<file path="src/design/btzz_pkg.sv">
`default_nettype none
// ----------------------------------------------------------------------------
// btzz_pkg
// Shared constants and controller/datapath interface types for the zigzag
// binary tree traversal unit.
// ----------------------------------------------------------------------------
package btzz_pkg;

  localparam int MAX_NODES = 64;
  localparam int ID_W      = 7;
  localparam int ADDR_W    = (MAX_NODES > 1) ? $clog2(MAX_NODES) : 1;

  localparam logic OP_LOAD = 1'b0;
  localparam logic OP_RUN  = 1'b1;

  typedef struct packed {
    logic load_edge;
    logic start;
    logic pop;
    logic kids;
    logic push_a;
    logic push_b;
    logic emit;
  } cmd_t;

  typedef struct packed {
    logic last;
    logic out_free;
  } status_t;

endpackage
`default_nettype wire

</file>
<file path="src/design/binary_tree_zigzag_traversal_unit.sv">
`default_nettype none
// ----------------------------------------------------------------------------
// binary_tree_zigzag_traversal_unit
// Loads a binary tree as parent/child edges and emits its nodes in zigzag
// level order from root node 1, one result per node, last one marked.
// ----------------------------------------------------------------------------
// An edge transaction (operation 0) writes one child slot; edges naming ids
// outside 1..64 are dropped. A run transaction (operation 1) seeds the
// forward stack and then steps each emitted node through pop, child lookup,
// two pushes and hand-off to the output register, as separate steps set by
// the single write port of each stack and the registered reads of the stack
// and child-table memories; back-pressure on the result side stalls the
// hand-off step. A run emits at most 64 nodes. The child tables are cleared
// in the same cycle the last node is handed off, and the input is ready
// again in the next cycle, even while that last node waits.
// ----------------------------------------------------------------------------
module binary_tree_zigzag_traversal_unit (
  input  wire logic                       clk,
  input  wire logic                       rst,
  input  wire logic                       in_valid,
  output logic                            in_ready,
  input  wire logic                       operation,
  input  wire logic [btzz_pkg::ID_W-1:0]  parent_id,
  input  wire logic [btzz_pkg::ID_W-1:0]  child_id,
  input  wire logic                       is_right,
  output logic                            out_valid,
  input  wire logic                       out_ready,
  output logic [btzz_pkg::ID_W-1:0]       node_id,
  output logic                            last_node
);
  import btzz_pkg::*;

  cmd_t    cmd;
  status_t status;

  btzz_ctrl u_ctrl (
    .clk       (clk),
    .rst       (rst),
    .in_valid  (in_valid),
    .in_ready  (in_ready),
    .operation (operation),
    .status    (status),
    .cmd       (cmd)
  );

  btzz_dp u_dp (
    .clk       (clk),
    .rst       (rst),
    .cmd       (cmd),
    .status    (status),
    .parent_id (parent_id),
    .child_id  (child_id),
    .is_right  (is_right),
    .out_valid (out_valid),
    .out_ready (out_ready),
    .node_id   (node_id),
    .last_node (last_node)
  );

endmodule
`default_nettype wire

</file>
<file path="src/design/btzz_ctrl.sv">
`default_nettype none
// ----------------------------------------------------------------------------
// btzz_ctrl
// Sequencer: loads edges, then steps each node of a run through pop, child
// lookup, two pushes and result hand-off.
// ----------------------------------------------------------------------------
module btzz_ctrl (
  input  wire logic             clk,
  input  wire logic             rst,
  input  wire logic             in_valid,
  output logic                  in_ready,
  input  wire logic             operation,
  input  wire btzz_pkg::status_t status,
  output btzz_pkg::cmd_t         cmd
);
  import btzz_pkg::*;

  localparam logic [2:0] S_IDLE  = 3'd0;
  localparam logic [2:0] S_START = 3'd1;
  localparam logic [2:0] S_POP   = 3'd2;
  localparam logic [2:0] S_KIDS  = 3'd3;
  localparam logic [2:0] S_PUSHA = 3'd4;
  localparam logic [2:0] S_PUSHB = 3'd5;
  localparam logic [2:0] S_EMIT  = 3'd6;

  logic [2:0] state, state_next;
  logic       accept;

  assign in_ready = (state == S_IDLE);
  assign accept   = in_valid && in_ready;

  always_comb begin
    state_next    = state;
    cmd           = '0;
    case (state)
      S_IDLE: begin
        if (accept) begin
          if (operation == OP_RUN) begin
            state_next = S_START;
          end else begin
            cmd.load_edge = 1'b1;
          end
        end
      end
      S_START: begin
        cmd.start  = 1'b1;
        state_next = S_POP;
      end
      S_POP: begin
        cmd.pop    = 1'b1;
        state_next = S_KIDS;
      end
      S_KIDS: begin
        cmd.kids   = 1'b1;
        state_next = S_PUSHA;
      end
      S_PUSHA: begin
        cmd.push_a = 1'b1;
        state_next = S_PUSHB;
      end
      S_PUSHB: begin
        cmd.push_b = 1'b1;
        state_next = S_EMIT;
      end
      S_EMIT: begin
        if (status.out_free) begin
          cmd.emit   = 1'b1;
          state_next = status.last ? S_IDLE : S_POP;
        end
      end
      default: begin
        state_next = S_IDLE;
      end
    endcase
  end

  always_ff @(posedge clk) begin
    if (rst) begin
      state <= S_IDLE;
    end else begin
      state <= state_next;
    end
  end

  a_one_cmd: assert property (@(posedge clk) disable iff (rst)
    $onehot0(cmd)) else $error("more than one datapath command");
  a_run_seq: assert property (@(posedge clk) disable iff (rst)
    cmd.start |=> cmd.pop) else $error("run start not followed by pop");
  a_pop_seq: assert property (@(posedge clk) disable iff (rst)
    cmd.pop |=> cmd.kids ##1 cmd.push_a ##1 cmd.push_b)
    else $error("node step sequence broken");

endmodule
`default_nettype wire

</file>
<file path="src/design/btzz_dp.sv">
`default_nettype none
// ----------------------------------------------------------------------------
// btzz_dp
// Datapath: child tables with valid bits, two node stacks with depth
// counters, popped node, result count and the output register.
// ----------------------------------------------------------------------------
module btzz_dp (
  input  wire logic                        clk,
  input  wire logic                        rst,
  input  wire btzz_pkg::cmd_t              cmd,
  output btzz_pkg::status_t                status,
  input  wire logic [btzz_pkg::ID_W-1:0]   parent_id,
  input  wire logic [btzz_pkg::ID_W-1:0]   child_id,
  input  wire logic                        is_right,
  output logic                             out_valid,
  input  wire logic                        out_ready,
  output logic [btzz_pkg::ID_W-1:0]        node_id,
  output logic                             last_node
);
  import btzz_pkg::*;

  localparam logic [ID_W-1:0] MAX_ID = ID_W'(MAX_NODES);

  logic [ID_W-1:0]      left_mem  [MAX_NODES];
  logic [ID_W-1:0]      right_mem [MAX_NODES];
  logic [MAX_NODES-1:0] left_vld, right_vld;
  logic [ID_W-1:0]      fwd_stack [MAX_NODES];
  logic [ID_W-1:0]      rev_stack [MAX_NODES];

  logic [ID_W-1:0]   fwd_depth, rev_depth, count;
  logic              phase_fwd;
  logic [ID_W-1:0]   fwd_rdata, rev_rdata, node;
  logic [ID_W-1:0]   left_data, right_data;
  logic              left_hit, right_hit;

  logic              edge_ok;
  logic [ADDR_W-1:0] edge_addr;
  logic [ID_W-1:0]   parent_m1, fwd_m1, rev_m1, popped, popped_m1;
  logic [ADDR_W-1:0] kid_addr;
  logic              sel_fwd;
  logic [ID_W-1:0]   left_kid, right_kid, push_id, tgt_depth;
  logic              push_ok;
  logic              fwd_we, rev_we;
  logic [ADDR_W-1:0] fwd_waddr, rev_waddr;
  logic [ID_W-1:0]   fwd_wdata;

  assign parent_m1 = parent_id - ID_W'(1);
  assign edge_addr = parent_m1[ADDR_W-1:0];
  assign edge_ok   = (parent_id != '0) && (parent_id <= MAX_ID) &&
                     (child_id != '0) && (child_id <= MAX_ID);

  assign fwd_m1    = fwd_depth - ID_W'(1);
  assign rev_m1    = rev_depth - ID_W'(1);
  assign sel_fwd   = phase_fwd ? (fwd_depth != '0) : (rev_depth == '0);

  assign popped    = phase_fwd ? fwd_rdata : rev_rdata;
  assign popped_m1 = popped - ID_W'(1);
  assign kid_addr  = popped_m1[ADDR_W-1:0];

  assign left_kid  = left_hit  ? left_data  : '0;
  assign right_kid = right_hit ? right_data : '0;

  // forward phase pushes left then right; reverse phase right then left
  always_comb begin
    if (cmd.push_a) begin
      push_id = phase_fwd ? left_kid : right_kid;
    end else begin
      push_id = phase_fwd ? right_kid : left_kid;
    end
  end

  assign tgt_depth = phase_fwd ? rev_depth : fwd_depth;
  assign push_ok   = (cmd.push_a || cmd.push_b) && (push_id != '0) &&
                     (tgt_depth < MAX_ID);

  assign fwd_we    = cmd.start || (push_ok && !phase_fwd);
  assign fwd_waddr = cmd.start ? '0 : fwd_depth[ADDR_W-1:0];
  assign fwd_wdata = cmd.start ? ID_W'(1) : push_id;
  assign rev_we    = push_ok && phase_fwd;
  assign rev_waddr = rev_depth[ADDR_W-1:0];

  assign status.last     = ((fwd_depth == '0) && (rev_depth == '0)) ||
                           (count == ID_W'(MAX_NODES - 1));
  assign status.out_free = !out_valid || out_ready;

  // child tables
  always_ff @(posedge clk) begin
    if (cmd.load_edge && edge_ok) begin
      if (is_right) begin
        right_mem[edge_addr] <= child_id;
      end else begin
        left_mem[edge_addr] <= child_id;
      end
    end
    if (cmd.kids) begin
      left_data  <= left_mem[kid_addr];
      right_data <= right_mem[kid_addr];
      left_hit   <= left_vld[kid_addr];
      right_hit  <= right_vld[kid_addr];
    end
  end

  always_ff @(posedge clk) begin
    if (rst || (cmd.emit && status.last)) begin
      left_vld  <= '0;
      right_vld <= '0;
    end else if (cmd.load_edge && edge_ok) begin
      if (is_right) begin
        right_vld[edge_addr] <= 1'b1;
      end else begin
        left_vld[edge_addr] <= 1'b1;
      end
    end
  end

  // stacks
  always_ff @(posedge clk) begin
    if (fwd_we) begin
      fwd_stack[fwd_waddr] <= fwd_wdata;
    end
    if (rev_we) begin
      rev_stack[rev_waddr] <= push_id;
    end
    if (cmd.pop) begin
      fwd_rdata <= fwd_stack[fwd_m1[ADDR_W-1:0]];
      rev_rdata <= rev_stack[rev_m1[ADDR_W-1:0]];
    end
    if (cmd.kids) begin
      node <= popped;
    end
  end

  always_ff @(posedge clk) begin
    if (rst) begin
      fwd_depth <= '0;
      rev_depth <= '0;
      phase_fwd <= 1'b1;
      count     <= '0;
    end else begin
      if (cmd.start) begin
        fwd_depth <= ID_W'(1);
        rev_depth <= '0;
        phase_fwd <= 1'b1;
        count     <= '0;
      end else if (cmd.pop) begin
        phase_fwd <= sel_fwd;
        if (sel_fwd) begin
          fwd_depth <= fwd_m1;
        end else begin
          rev_depth <= rev_m1;
        end
      end else if (push_ok) begin
        if (phase_fwd) begin
          rev_depth <= rev_depth + ID_W'(1);
        end else begin
          fwd_depth <= fwd_depth + ID_W'(1);
        end
      end else if (cmd.emit && !status.last) begin
        count <= count + ID_W'(1);
      end
    end
  end

  // output register
  always_ff @(posedge clk) begin
    if (rst) begin
      out_valid <= 1'b0;
    end else if (cmd.emit) begin
      out_valid <= 1'b1;
    end else if (out_ready) begin
      out_valid <= 1'b0;
    end
  end

  always_ff @(posedge clk) begin
    if (cmd.emit) begin
      node_id   <= node;
      last_node <= status.last;
    end
  end

  a_pop_nonempty: assert property (@(posedge clk) disable iff (rst)
    cmd.pop |-> (fwd_depth != '0) || (rev_depth != '0))
    else $error("pop with both stacks empty");
  a_depth_bound: assert property (@(posedge clk) disable iff (rst)
    (fwd_depth <= MAX_ID) && (rev_depth <= MAX_ID))
    else $error("stack depth out of range");
  a_clear_after_run: assert property (@(posedge clk) disable iff (rst)
    cmd.emit && status.last |=> (left_vld == '0) && (right_vld == '0))
    else $error("child tables not cleared after run");
  a_node_nonzero: assert property (@(posedge clk) disable iff (rst)
    out_valid |-> node_id != '0) else $error("zero node id emitted");

endmodule
`default_nettype wire
</file>
<file path="config.mk">
export PLATFORM = sky130hd
export DESIGN_NAME = binary_tree_zigzag_traversal_unit
export DESIGN_NICKNAME = d
export VERILOG_FILES = /design/src/design/btzz_pkg.sv /design/src/design/binary_tree_zigzag_traversal_unit.sv /design/src/design/btzz_ctrl.sv /design/src/design/btzz_dp.sv
export SDC_FILE = /design/constraint.sdc
export NUM_CORES = 2
export LEC_CHECK = 0
export BUFFER_PORTS_ARGS = -buffer_cell sky130_fd_sc_hd__clkbuf_2
export CAP_MARGIN = 0
export CORE_MARGIN = 2
export CORE_UTILIZATION = 63
export CTS_CLUSTER_DIAMETER = 150
export CTS_CLUSTER_SIZE = 30
export DETAILED_ROUTE_END_ITERATION = 8
export PLACE_DENSITY = 0.83
export SETUP_SLACK_MARGIN = 0.4
export SYNTH_ARGS = -nofsm -noshare
export SYNTH_HDL_FRONTEND = slang
export SYNTH_HIERARCHICAL = 1
export SYNTH_SLANG_ARGS = --single-unit
</file>
<file path="constraint.sdc">
create_clock -name clk -period 7.55 [get_ports clk]
set_input_delay 1.1325 -clock clk [delete_from_list [all_inputs] [get_ports clk]]
set_output_delay 1.1325 -clock clk [all_outputs]
set_load 0.05 [all_outputs]
</file>
Yosys cells after proc, flatten, opt, wreduce, memory -nomap -nowiden
Memory sizes are Yosys's and may differ from the RTL's. A register that Yosys moved wholly into a read port is not among the register bits. Cells that the tools add are included.

Logic and storage cells: 143. Memories: 4. Input port bits: 20. Output and inout bits: 10. Flip-flop bits (word level): 171. Memory bits (writable): 1792.

$add $sub $neg: 7. Bitwise gates (word level): 5. Reductions and logical operators: 40. $lt $le $gt $ge: 6. Muxes and demuxes: 52. Equality and inequality tests: 15.

Memories: u_dp.fwd_stack (words 64, width 7, read ports 1, clocked after memory_dff 1, write ports 1, line btzz_dp.sv:27) `logic [ID_W-1:0] fwd_stack [MAX_NODES];`; u_dp.left_mem (words 64, width 7, read ports 1, clocked after memory_dff 1, write ports 1, line btzz_dp.sv:24) `logic [ID_W-1:0] left_mem [MAX_NODES];`; u_dp.rev_stack (words 64, width 7, read ports 1, clocked after memory_dff 1, write ports 1, line btzz_dp.sv:28) `logic [ID_W-1:0] rev_stack [MAX_NODES];`; u_dp.right_mem (words 64, width 7, read ports 1, clocked after memory_dff 1, write ports 1, line btzz_dp.sv:25) `logic [ID_W-1:0] right_mem [MAX_NODES];`.

Operator list (count): 64-bit OR (2); 7-bit 2-to-1 mux (16); 7-bit nonzero test (4); 1-bit 2-to-1 mux (27); 7-bit by 1-bit adder with 7-bit output (second input constant) (3); 3-bit case mux with 7 select lines (1); 3-bit AND reduction (5); 7-bit <= comparator (second input constant) (2); 7-bit zero test (2); 6-bit by 7-bit < comparator with 1-bit output (second input constant) (2); 7-bit by 1-bit subtractor with 7-bit output (second input constant) (2); 1-bit logical AND (13); 1-bit binary-select mux with 6-bit select (2); 6-bit by 1-bit subtractor with 6-bit output (second input constant) (2); 2-bit != test (second input constant) (5); 3-bit == test (second input constant) (3); 3-bit 2-to-1 mux (3); 7-bit by 6-bit == test with 1-bit output (second input constant) (1); 7-bit < comparator (second input constant) (1); 1-bit demux with 6-bit select (1); 3-bit by 2-bit == test with 1-bit output (second input constant) (2); 6-bit by 1-bit >= comparator with 1-bit output (second input constant) (1); 6-bit 2-to-1 mux (1); 2-bit nonzero test (3); 12 further kinds (21).

Logic depth before layout (Yosys ltp)
Word-level depth: 10. Mapped depth: 16. Gate-level depth less buffers: 8.

By module
Netlist, hierarchy kept.

Modules (own cells, without submodules): btzz_dp (cells each 4532, times used 1, area an instance 78350.1 sq um, seq. area each 58185.8 sq um); btzz_ctrl (cells each 25, times used 1, area an instance 229.0 sq um, seq. area each 60.1 sq um).

Worst setup path after synthesis
OpenSTA, ideal clock, no wires.

Path kind: reg-to-reg. Start point: register u_ctrl.state[2]. End point: memory u_dp.fwd_stack[0][6], data pin. Library setup time: 0.515 ns. Setup slack: 1.915 ns. Clock period less this slack: 5.635 ns. Data required time: 7.035 ns. Path buffers: 1. Stages on the path, launching flop included: 6. Data arrival time: 5.121 ns. Cells stage by stage: dfxtp_1 -> buf_2 -> nor3b_1 -> xor2_2 -> mux2i_1 -> nor2b_1.

RTL lines: start, declared (line btzz_ctrl.sv:26) `logic [2:0] state, state_next;`; start signal, assigned (line btzz_ctrl.sv:81) `state <= state_next;`; end, declared (line btzz_dp.sv:27).

==> results.md <==
* TNS Setup at 0 ns
* Final Net Count at 4492
* Core area at 123800 µm²
* Tmin final at between 5 and 6 ns
* Total track usage at 28.28%
* Status: finished, violations left
* CP max FO at 27
* Post-synth ARST share at 0%
* Register area at 58250 µm²
* Pleak at 25.54 nW
* Synth cell types at ~70
* F_max at roughly 0.17 GHz
* Worst EP arrival at around 6.1 ns
* Post-Syn Instances at between 4000 and 5000
* Relative slew slack at 12.51%
* Htree depth at 3
* Yosys warning total at 6
* Worst slew pin tran at 1.303 ns
* Fillers at between 7000 and 8000
* Largest net degree at the start of global routing at around 140
* GP Congestion at 0.8651
* Area of the multi-input gates at 19480 µm²
* Final Hold Fails at 0
* Pre-CTS WS at 1.892 ns
* Io pins at 30
* Synth top area share at a little over two thirds
* Synth Area per Inst at 17.24 µm²
* # hold bufs at CTS at 0
* Post-Route WL at around 180000 µm
* Die Width at ~360 µm
* PD cells at between 200 and 300 nW/µm²
* Top post-synthesis cells by area: edfxtp_1 70%, mux4_2 10%, dfxtp_1 3.9%, nand2_1 2.8%, mux2i_1 2.0%
* Vias/cell at 6.945
* Number of enable flip-flop cells after synthesis at 1837
* Synth cell count leaders: 1837 x edfxtp_1, 577 x nand2_1, 366 x mux4_2
* Mapped Area at a little under 80000 µm²
* Period Utilization, post-route at 76.72%
* Via Count at 42740
* Hold WC Path Type: flop to flop
* FF+latch count, synth at 1991
* CP Launch Type: flop
* Area grow syn2layout at 5.379%
* Hold Crit Start: u_dp/node[6]$_DFFE_PP_
* CTS root buf: clkbuf_16
* Kind of critical path: flop to flop
* # DRC at 4
* DP Wirelength at 109000 µm
* First-pass GRT wire length at 267700 µm
* Gr ovfl total at 0
* Initial DRC Count at 6408
* # port buffers at 29
* Worst VDD drop at roughly 0.25 mV
* Clock slew at reported path FFs at 0.12 ns
* Initial antenna violation count at 9
* Reg2reg start: u_ctrl/state[2]$_SDFFE_PP0P_
* Routed Antenna Nets at 0
* Skew final at 0.02422 ns
* Share of layout cells above drive strength 1 at 13.80%
* Die height at 357.2 µm
* Drt wl/cell at 29.21 µm
* Worst skew pair latency at 0.70 ns
* Sequential share of the synthesized area at about three quarters
* Total CTS buffers at 76
* Starting density of the core at between 60% and 70%
* Post_cts resized at 0
* Setup repair bufs after CTS at 0
* Longest Clk Path Bufs at 3
* DRT Pass-1 Iters at 9
* RSZ-0062 raised after global routing: false
* Die footprint at 127600 µm²
* Crit path capture type: flop
* Cell with the most instances after synthesis: edfxtp_1
* Vias in the first global route at slightly above 40000
* Failing checks: design-rule violations
* Finish-stage setup viols at 0
* Post-synth top area cell: edfxtp_1
* Sink Count at between 1500 and 2000
* Post-synth net total at between 4000 and 5000
* Max_cap viols at 0
* Critical path startpoint: u_ctrl/state[2]$_SDFFE_PP0P_
* CP required at a little under 8 ns
* Main synth FF type: edfxtp_1
* Max Slew Vio Count at 0
* Crit path setup slack, layout at 1.757 ns
* Core Rows at 129
* CTS tree: done
## final cells by class
type	count	area share, %
Clock buffer	129	2.665
Inverter	20	0.09973
Clock inverter	1	0.02418
Timing Repair Buffer	96	0.8492
Multi-Input combinational cell	2278	23.53
Antenna cell	3	0.009066
Tap cell	1637	2.474
Sequential cell	1991	70.35
## metrics by stage
step	power (mW)	utilization (%)	hold slack, ns	instances	cell area [µm²]
finish	21.63	66.89	0.4422	6155	82810
detailed placement	16.66	65.08	0.4045	6022	80570
CTS	21.61	66.88	0.4420	6152	82800
floorplan	15.22	-	0.4003	4557	78580
global route	22.19	66.89	0.4555	6155	82810
global placement	16.56	65.08	0.4094	6022	80570
## per-layer routing
layer  wire length [µm]  vias up  part of all wire, %  global-route usage (%)
met1              65690    21790                   37                   40.12
met5                 66        -                0.037                       0
met2              88740     2859                   49                   46.09
met3              19200      354                   11                   4.571
met4               6120       10                  3.4                   8.555
li1                   -    17730                    -                       -
## critical path, cell delays in order, from the launching register on
cell     delay (ns)
dfxtp_1        0.63
nor3b_1        0.66
xor2_2         0.86
mux2i_4        0.41
nor4_4         0.11
a21oi_2        0.91
nand4_1        0.99
nor2_1         0.85
## power breakdown
| group | switching [mW] | internal [mW] |
|---|---|---|
| registers | 0.0653 | 12.2 |
| logic | 2.75 | 1.52 |
| clock network | 3.09 | 2.04 |
| total | 5.90 | 15.7 |
## final timing paths
check | to | depth (start not counted) | slack, ns
min | u_dp/node_id[6]$_DFFE_PP_ | 0 | 0.44
max | u_dp/rev_stack[62][0]$_DFFE_PP_ | 7 | 1.76
min reg2reg | u_dp/node_id[6]$_DFFE_PP_ | 0 | 0.44
max reg2reg | u_dp/rev_stack[62][0]$_DFFE_PP_ | 7 | 1.76
## registers in the layout, summed over array words and instances (netlist names), 64 cells and up
name	flops
u_dp/left_mem	448
u_dp/right_mem	448
u_dp/right_vld	64
u_dp/rev_stack	448
u_dp/left_vld	64
u_dp/fwd_stack	448
## cells in the final DEF, fill, tap and decap left out, types with 48 or more instances in the layout
cell type     n
buf_4        71
a32oi_1      66
mux4_2      366
mux2i_1     145
edfxtp_1   1837
nor2_1      313
clkbuf_16    81
nand2_1     577
nand4_1      92
dfxtp_1     152
nand3_1     200
o21a_1      128
clkbuf_1     48
## kinds of logic (layout without fill, tap and decap cells)
family	count (synthesis)	in the layout	share of synthesized area (%)
AOI/OAI and AO/OA	387	387	3.801
muxes	537	537	12.69
xor gates and xnor gates	19	19	0.2213
and+or+nand+nor	1326	1326	7.490
other	0	3	0
buffers and inverters	288	246	1.530
adders and majority gates	9	9	0.1433
DFF	1991	1991	74.12
No activity file was read; power rests on OpenSTA's default activity.
